--- src/rtl/v7z_pkg.sv ---
package v7z_pkg;

  localparam int ValueW   = 64;
  localparam int ByteW    = 8;
  localparam int LenW     = 4;
  localparam int MaxLen   = 9;
  localparam int LaneCnt  = ValueW / ByteW;
  localparam logic [ByteW-1:0] HeadTop = 8'h80;

  typedef enum logic {
    MODE_ENCODE = 1'b0,
    MODE_DECODE = 1'b1
  } v7z_mode_t;

  // What one decode byte produces, handed from the decoder to the top level.
  typedef struct packed {
    logic              has_result;
    logic [ValueW-1:0] value;
    logic              value_valid;
    logic [LenW-1:0]   length;
    logic              status;
  } v7z_dec_res_t;

  // Count of leading one bits of a head byte, 0 to 8.
  function automatic logic [LenW-1:0] lead_ones(input logic [ByteW-1:0] b);
    logic [LenW-1:0] n;
    logic            run;
    n   = '0;
    run = 1'b1;
    for (int k = ByteW - 1; k >= 0; k--) begin
      run = run & b[k];
      if (run) n = n + 4'd1;
    end
    return n;
  endfunction

  // Number of bytes that follow the head byte when a value is encoded.
  function automatic logic [LenW-1:0] enc_extra(input logic [ValueW-1:0] v);
    logic [LenW-1:0] n;
    n = 4'd8;
    for (int k = 7; k >= 0; k--) begin
      if ((v >> (7 * (k + 1))) == '0) n = LenW'(k);
    end
    return n;
  endfunction

  // Byte lane idx of a 64-bit word.
  function automatic logic [ByteW-1:0] byte_of(input logic [ValueW-1:0] v,
                                                input logic [2:0] idx);
    return v[ByteW*idx +: ByteW];
  endfunction

endpackage

--- src/rtl/v7z_decoder.sv ---
module v7z_decoder
  import v7z_pkg::*;
(
  input  logic              clk,
  input  logic              rst_n,
  input  logic [ByteW-1:0]  dec_byte,
  input  logic              dec_eod,
  input  logic              dec_step,
  output v7z_dec_res_t      dec_res
);

  logic [LenW-1:0]   bytes_seen_r, bytes_seen_nxt;
  logic [LenW-1:0]   expected_length_r, expected_length_nxt;
  logic [ByteW-1:0]  head_byte_r, head_byte_nxt;
  logic [ValueW-1:0] acc_r, acc_nxt;

  logic              first;
  logic [LenW-1:0]   seen_m1;
  logic [LenW-1:0]   n_final;
  logic [ByteW-1:0]  top_mask;
  logic [ByteW-1:0]  top_bits;
  logic [ValueW-1:0] value;
  logic              complete;

  always_comb begin
    first               = (bytes_seen_r == '0);
    seen_m1             = bytes_seen_r - 4'd1;
    bytes_seen_nxt      = first ? 4'd1 : bytes_seen_r + 4'd1;
    expected_length_nxt = first ? lead_ones(dec_byte) + 4'd1 : expected_length_r;
    head_byte_nxt       = first ? dec_byte : head_byte_r;
    for (int j = 0; j < LaneCnt; j++) begin
      if (first) begin
        acc_nxt[ByteW*j +: ByteW] = '0;
      end else if (seen_m1[2:0] == 3'(j)) begin
        acc_nxt[ByteW*j +: ByteW] = acc_r[ByteW*j +: ByteW] | dec_byte;
      end else begin
        acc_nxt[ByteW*j +: ByteW] = acc_r[ByteW*j +: ByteW];
      end
    end

    complete = (bytes_seen_nxt >= expected_length_nxt);

    // The head byte's bits below its terminating zero form the top byte.
    // A nine-byte number has no such bits, so no lane matches then.
    n_final  = expected_length_nxt - 4'd1;
    top_mask = (HeadTop >> n_final) - 8'd1;
    top_bits = head_byte_nxt & top_mask;
    value    = acc_nxt;
    for (int j = 0; j < LaneCnt; j++) begin
      if (n_final == LenW'(j)) begin
        value[ByteW*j +: ByteW] = acc_nxt[ByteW*j +: ByteW] | top_bits;
      end
    end

    dec_res.has_result  = complete | dec_eod;
    dec_res.value       = complete ? value : '0;
    dec_res.value_valid = complete;
    dec_res.length      = complete ? expected_length_nxt : '0;
    dec_res.status      = ~complete;
  end

  always_ff @(posedge clk) begin
    if (!rst_n) begin
      bytes_seen_r      <= '0;
      expected_length_r <= '0;
      head_byte_r       <= '0;
      acc_r             <= '0;
    end else if (dec_step) begin
      if (dec_res.has_result) begin
        bytes_seen_r      <= '0;
        expected_length_r <= '0;
        head_byte_r       <= '0;
        acc_r             <= '0;
      end else begin
        bytes_seen_r      <= bytes_seen_nxt;
        expected_length_r <= expected_length_nxt;
        head_byte_r       <= head_byte_nxt;
        acc_r             <= acc_nxt;
      end
    end
  end

endmodule

--- src/rtl/varint_7z_number_codec.sv ---
// Codec for the 7z variable-length 64-bit number format.
// The input channel (in_valid/in_ready) carries one transaction per item: in encode
// mode a 64-bit value, in decode mode one coded byte with an end-of-data mark.
// The result channel (out_valid/out_ready) carries one transaction per coded byte
// when encoding (one to nine, the last one flagged by out_byte_last) and at most
// one transaction per decode byte: the finished number, or a truncation report.
// A decode byte that neither completes a number nor ends the data gives nothing.
// Each transaction is held in the input register and its result in the output register.
// Throughput: a decode byte every cycle unless a result waits on a stalled receiver;
// an encoded value holds the input register for its n+1 coded bytes, n being the
// number of bytes after the head byte, moved one per cycle while out_ready allows.
// An input register in front of the core takes the next transaction while a result
// is still waiting in the output register, so a stalled receiver costs one slot of
// buffering before in_ready drops. While out_ready is low the result is held.
// An encode transaction leaves a partially decoded number untouched.
// Reset (rst_n low at a clock edge) empties both registers and returns the decoder
// to the start of a number.
module varint_7z_number_codec
  import v7z_pkg::*;
(
  input  logic              clk,
  input  logic              rst_n,
  input  logic              in_valid,
  output logic              in_ready,
  input  logic              in_mode,
  input  logic [ValueW-1:0] in_plain_value,
  input  logic [ByteW-1:0]  in_byte,
  input  logic              in_end_of_data,
  output logic              out_valid,
  input  logic              out_ready,
  output logic [ByteW-1:0]  out_byte,
  output logic              out_byte_last,
  output logic [ValueW-1:0] out_decoded_value,
  output logic              out_value_valid,
  output logic [LenW-1:0]   out_coded_length,
  output logic              out_status
);

  // Input register.
  logic              s1_valid_r, s1_valid_nxt;
  logic              s1_mode_r;
  logic [ValueW-1:0] s1_value_r;
  logic [ByteW-1:0]  s1_byte_r;
  logic              s1_eod_r;

  // Index of the next coded byte of the value being encoded (0 is the head).
  logic [LenW-1:0]   enc_idx_r, enc_idx_nxt;

  // Output register.
  logic              out_valid_r, out_valid_nxt;
  logic [ByteW-1:0]  out_byte_r;
  logic              out_last_r;
  logic [ValueW-1:0] out_value_r;
  logic              out_vvalid_r;
  logic [LenW-1:0]   out_len_r;
  logic              out_status_r;

  logic              in_fire;
  logic              out_load;
  logic              is_decode;
  logic              s1_step;
  logic              s1_retire;
  logic              out_push;
  logic              dec_step;
  v7z_dec_res_t      dec_res;

  logic [LenW-1:0]   enc_n;
  logic [LenW-1:0]   enc_pos;
  logic [ByteW-1:0]  enc_head;
  logic [ByteW-1:0]  enc_byte;
  logic              enc_last;

  v7z_decoder u_decoder (
    .clk      (clk),
    .rst_n    (rst_n),
    .dec_byte (s1_byte_r),
    .dec_eod  (s1_eod_r),
    .dec_step (dec_step),
    .dec_res  (dec_res)
  );

  // Encoder: the head byte holds n leading ones and the value's top bits,
  // then the low bytes follow, least significant first.
  always_comb begin
    enc_n    = enc_extra(s1_value_r);
    enc_pos  = enc_idx_r - 4'd1;
    enc_head = ~(8'hFF >> enc_n);
    if (enc_n != 4'd8) begin
      enc_head = enc_head | byte_of(s1_value_r, enc_n[2:0]);
    end
    enc_byte = (enc_idx_r == '0) ? enc_head : byte_of(s1_value_r, enc_pos[2:0]);
    enc_last = (enc_idx_r == enc_n);
  end

  // Flow control. A decode byte that gives no result never waits on the output.
  always_comb begin
    is_decode = (s1_mode_r == MODE_DECODE);
    out_load  = ~out_valid_r | out_ready;
    s1_step   = s1_valid_r & (is_decode ? (~dec_res.has_result | out_load) : out_load);
    dec_step  = s1_step & is_decode;
    s1_retire = s1_step & (is_decode | enc_last);
    out_push  = s1_step & (~is_decode | dec_res.has_result);
    in_ready  = ~s1_valid_r | s1_retire;
    in_fire   = in_valid & in_ready;

    if (in_fire) begin
      s1_valid_nxt = 1'b1;
    end else if (s1_retire) begin
      s1_valid_nxt = 1'b0;
    end else begin
      s1_valid_nxt = s1_valid_r;
    end

    if (s1_step && !is_decode) begin
      enc_idx_nxt = enc_last ? '0 : enc_idx_r + 4'd1;
    end else begin
      enc_idx_nxt = enc_idx_r;
    end

    if (out_push) begin
      out_valid_nxt = 1'b1;
    end else if (out_ready) begin
      out_valid_nxt = 1'b0;
    end else begin
      out_valid_nxt = out_valid_r;
    end
  end

  always_ff @(posedge clk) begin
    if (!rst_n) begin
      s1_valid_r  <= 1'b0;
      enc_idx_r   <= '0;
      out_valid_r <= 1'b0;
    end else begin
      s1_valid_r  <= s1_valid_nxt;
      enc_idx_r   <= enc_idx_nxt;
      out_valid_r <= out_valid_nxt;
    end
  end

  always_ff @(posedge clk) begin
    if (in_fire) begin
      s1_mode_r  <= in_mode;
      s1_value_r <= in_plain_value;
      s1_byte_r  <= in_byte;
      s1_eod_r   <= in_end_of_data;
    end
  end

  // Encode results carry the coded length on every byte; decode results carry
  // no coded byte.
  always_ff @(posedge clk) begin
    if (out_push) begin
      if (is_decode) begin
        out_byte_r   <= '0;
        out_last_r   <= 1'b0;
        out_value_r  <= dec_res.value;
        out_vvalid_r <= dec_res.value_valid;
        out_len_r    <= dec_res.length;
        out_status_r <= dec_res.status;
      end else begin
        out_byte_r   <= enc_byte;
        out_last_r   <= enc_last;
        out_value_r  <= '0;
        out_vvalid_r <= 1'b0;
        out_len_r    <= enc_n + 4'd1;
        out_status_r <= 1'b0;
      end
    end
  end

  assign out_valid         = out_valid_r;
  assign out_byte          = out_byte_r;
  assign out_byte_last     = out_last_r;
  assign out_decoded_value = out_value_r;
  assign out_value_valid   = out_vvalid_r;
  assign out_coded_length  = out_len_r;
  assign out_status        = out_status_r;

endmodule

--- config.mk ---
export PLATFORM = sky130hd
export DESIGN_NAME = varint_7z_number_codec
export DESIGN_NICKNAME = d
export VERILOG_FILES = /design/src/rtl/v7z_pkg.sv /design/src/rtl/v7z_decoder.sv /design/src/rtl/varint_7z_number_codec.sv
export SDC_FILE = /design/constraint.sdc
export NUM_CORES = 1
export LEC_CHECK = 0
export BUFFER_PORTS_ARGS = -buffer_cell sky130_fd_sc_hd__buf_2
export CAP_MARGIN = 20
export CORE_MARGIN = 10
export CORE_UTILIZATION = 58
export DETAILED_ROUTE_END_ITERATION = 16
export PLACE_DENSITY = 0.8
export SYNTH_ARGS = -nofsm -noshare
export SYNTH_HDL_FRONTEND = slang
export SYNTH_SLANG_ARGS = --single-unit
--- constraint.sdc ---
create_clock -name clk -period 15.5 [get_ports clk]
set_input_delay 0.775 -clock clk [delete_from_list [all_inputs] [get_ports clk]]
set_output_delay 0.775 -clock clk [all_outputs]
set_load 0.02 [all_outputs]
==> qor.yml <==
power.total_mw: 1.458
clock_sinks: 238
power_frac_comb_pct: 11.9
grt_usage_pct: 22.85
drt-met1-wl_microns: 11560
wl_met3_microns: 2629
worst_slew_pin_slew_ns: 0.9793
power.share.clock_pct: 38.4
worst_slack_ns: 7.883
hold_path.class: "primary input to flop"
start_util_pct: 58.92
vias: 9011
cts_buffers: 25
slew_headroom_pct: 34.56
synth_nets: 1185
fp.dieH_microns: 160.6
ir_drop_uv: 119.0
drc: 0
seqPwrFrac_pct: 49.6
netlist_area_sq_um: 11470
drtIter0Drc: 848
critPathSlowestCell: "edfxtp_1"
drt_wl_total_microns: 30240
fin_setup_tns_ns: 0
hpwl_microns: 20650
place.gp.congestion: 0.9711
ctsHoldBuffers: 0
grt-ovfl-total: 0
hold_slack_ns: 0.4276
synth_cell_types: 81
netlist_instances: 1084
rsz0062_at_grt: "no"
crit_required_ns: 15.64
max_freq_mhz: 131.3
yosysSeqAreaShare_pct: 54.90
path_class: "flop to flop"
synthToLayoutAreaGrowth_pct: 14.82
cts_root_buf: "clkbuf_16"
antenna_found_initial: 0
p_int_mw: 1.075
clk_path_buf_depth: 3
die_area_sq_um: 25800
rows: 51
worstSetupStartpointType: "flop"
clk_pin_slew_worst_paths_ns: 0.06
max_cap_violations: 0
wl_per_cell_microns: 20.31
firstDrtPassIters: 5
core_sq_um: 19460
ys.flop_type: "edfxtp_1"
die_width_microns: 160.6
setup_violations: 0
route.met2.wl_microns: 14790
synth-edff-count: 153
p_switching_mw: 0.3837
crit_buf_inv: 3
avgSynthCellArea_sq_um: 10.58
slew_viol_final: 0
hold_viol_final: 0
status: "finished clean"
worstPathMaxFanout: 55
port_buffers: 158
crit_top_cell: "ha_1"
grt_pass1_wl_microns: 48270
yosysWarnings: 0
ys_ff_latch: 238
fin_skew_ns: 0.01291
vias_per_cell: 6.052
power_density_nw_per_um2: 110.8
insertion_delay_ns: 0.52
pre_cts_ws_ns: 8.054
max_stage_delay_ns: 0.80
finalCritPeriodShare_pct: 49.14
topRoutingLayerUsed: "met4"
layout-drive-gt1-share_pct: 21.32
grt_max_degree: 71
first_global_vias: 9000
post-route-min-period_ns: 7.617
diodes: 0
swShare_pct: 26.31
crit_family: "compound AO/OA/AOI/OAI gates"
ios: 159
ys_async_sr_fraction_pct: 0
fin_nets: 1307
arrival_ns: 7.76
leakage_nw: 4.678
htreeDepth: 1
ctsResizeCount: 0
cts_tree: "done"
end_kind: "flop"
ant_nets: 0
cts_setup_buffers: 0
==> metrics by stage <==
step	util, %	cells	area [sq um]
6_report	67.65	1489	13170
5_1_grt	67.65	1489	13170
4_1_cts	67.57	1488	13150
3_5_place_dp	63.63	1443	12380
3_3_place_gp	63.63	1443	12380
2_1_floorplan	-	1084	11470
==> layer usage <==
layer,global-route usage (%),vias up
li1,-,4213
met1,28.09,4275
met2,37.77,443
met3,4.959,80
met4,10.52,0
met5,0,-
==> state kept, by name (all words and copies together) (netlist names) <==
register and cells:
out_coded_length 4, s1_valid_r 1, u_decoder.head_byte_r 7, u_decoder.expected_length_r 4
out_decoded_value 64, u_decoder.bytes_seen_r 4, u_decoder.acc_r 64, out_valid 1
out_value_valid 1, out_byte 8, s1_byte_r 8, is_decode 1
s1_value_r 64, s1_eod_r 1, out_status 1, out_byte_last 1
enc_idx_r 4
==> cells in the mapped netlist (all sizes together) (3+ instances only) <==
library cell	n	area, sq um
edfxtp	153	4594
nor2b	4	25.02
mux2i	29	294.0
nand2	111	416.7
xor2	6	60.06
nor3b	3	22.52
a21boi	53	397.9
o21ai	35	178.9
mux4	16	360.4
a22o	7	61.31
or4	3	26.27
mux2	6	67.56
o31ai	6	45.04
o22ai	3	18.77
nand3	53	265.3
nor4	12	75.07
inv	22	82.58
a31oi	31	224.0
or2	4	25.03
buf	34	182.7
dfxtp	85	1702
nand3b	5	37.54
nand4	4	31.28
nor3	28	161.4
a21oi	86	430.4
nor2	119	465.5
o2bb2ai	3	26.28
xnor2	5	43.79
o21a	15	112.6
clkbuf	44	165.2
a21o	3	22.52
o211ai	4	30.03
a211oi	6	50.05
ha	23	287.8
or3	6	42.54
and2	17	106.4
nand2b	9	56.30
==> cell families (layout without fill, tap and decap cells) <==
group / count (synthesis) / in the layout / synth area share, %
multiplexers: 51 / 51 / 6.296
XOR/XNOR: 11 / 11 / 0.9056
AND/OR/NAND/NOR: 387 / 387 / 15.96
buffers and inverters: 101 / 241 / 3.786
AO/OA/AOI/OAI: 272 / 272 / 15.55
adder cells (fa/ha/maj): 24 / 24 / 2.597
flip-flops: 238 / 238 / 54.90
==> final timing paths <==
check	from	to	cells past startpoint	slack, ns
setup / recovery	s1_byte_r[5]$_DFFE_PP_	s1_value_r[31]$_DFFE_PP_	25	7.88
hold / removal	in_mode	is_decode$_DFFE_PP_	1	0.43
setup reg to reg	s1_byte_r[5]$_DFFE_PP_	s1_value_r[31]$_DFFE_PP_	25	7.88
hold reg to reg	u_decoder.acc_r[41]$_SDFFE_PN0P_	u_decoder.acc_r[41]$_SDFFE_PN0P_	2	0.45
==> placed cells by master (no fill, tap or decap), drive strengths merged, types with 12 or more instances in the layout <==
master  count
buf       173
edfxtp    153
nor2      119
nand2     111
a21oi      86
dfxtp      85
nand3      53
a21boi     53
o21ai      35
a31oi      31
clkbuf     31
mux2i      29
nor3       28
inv        25
ha         23
and2       17
mux4       16
o21a       15
nor4       12
==> power groups by stage <==
stage / logic (mW) / clock network [mW] / registers [mW]
after detailed placement: 0.171 / 0 / 0.737
after floorplan: 0.106 / 0 / 0.748
final: 0.174 / 0.560 / 0.724
after global placement: 0.169 / 0 / 0.736
after global routing: 0.188 / 0.595 / 0.726
after CTS: 0.172 / 0.567 / 0.724
==> layout make-up <==
cell class | count | area, sq um
timing repair buffer | 173 | 910.9
fill | 1448 | 6296
clock inverter | 14 | 90.09
inverter | 23 | 86.33
sequential | 238 | 6296
multi-input combinational | 745 | 4773
clock buffer | 31 | 678.2
tap | 265 | 331.6
==> worst register-to-register path, stage by stage, from the launching register on <==
cell and delay (ns):
edfxtp_1 0.80, inv_1 0.17, a21boi_0 0.26, ha_1 0.30, nand2_1 0.07, a21oi_1 0.08, nand2_1 0.08, o21ai_0 0.12
ha_1 0.29, mux2i_1 0.09, o2111a_1 0.27, nor2_1 0.11, o31ai_1 0.08, ha_1 0.20, xnor2_1 0.39, xor2_1 0.15
mux2_2 0.36, inv_1 0.13, ha_1 0.25, a21o_1 0.21, maj3_1 0.43, or3_1 0.52, nor3_2 0.32, o22ai_1 0.23
a21boi_4 0.65, buf_4 0.64
Note: power is estimated with default switching activity, not from simulation.
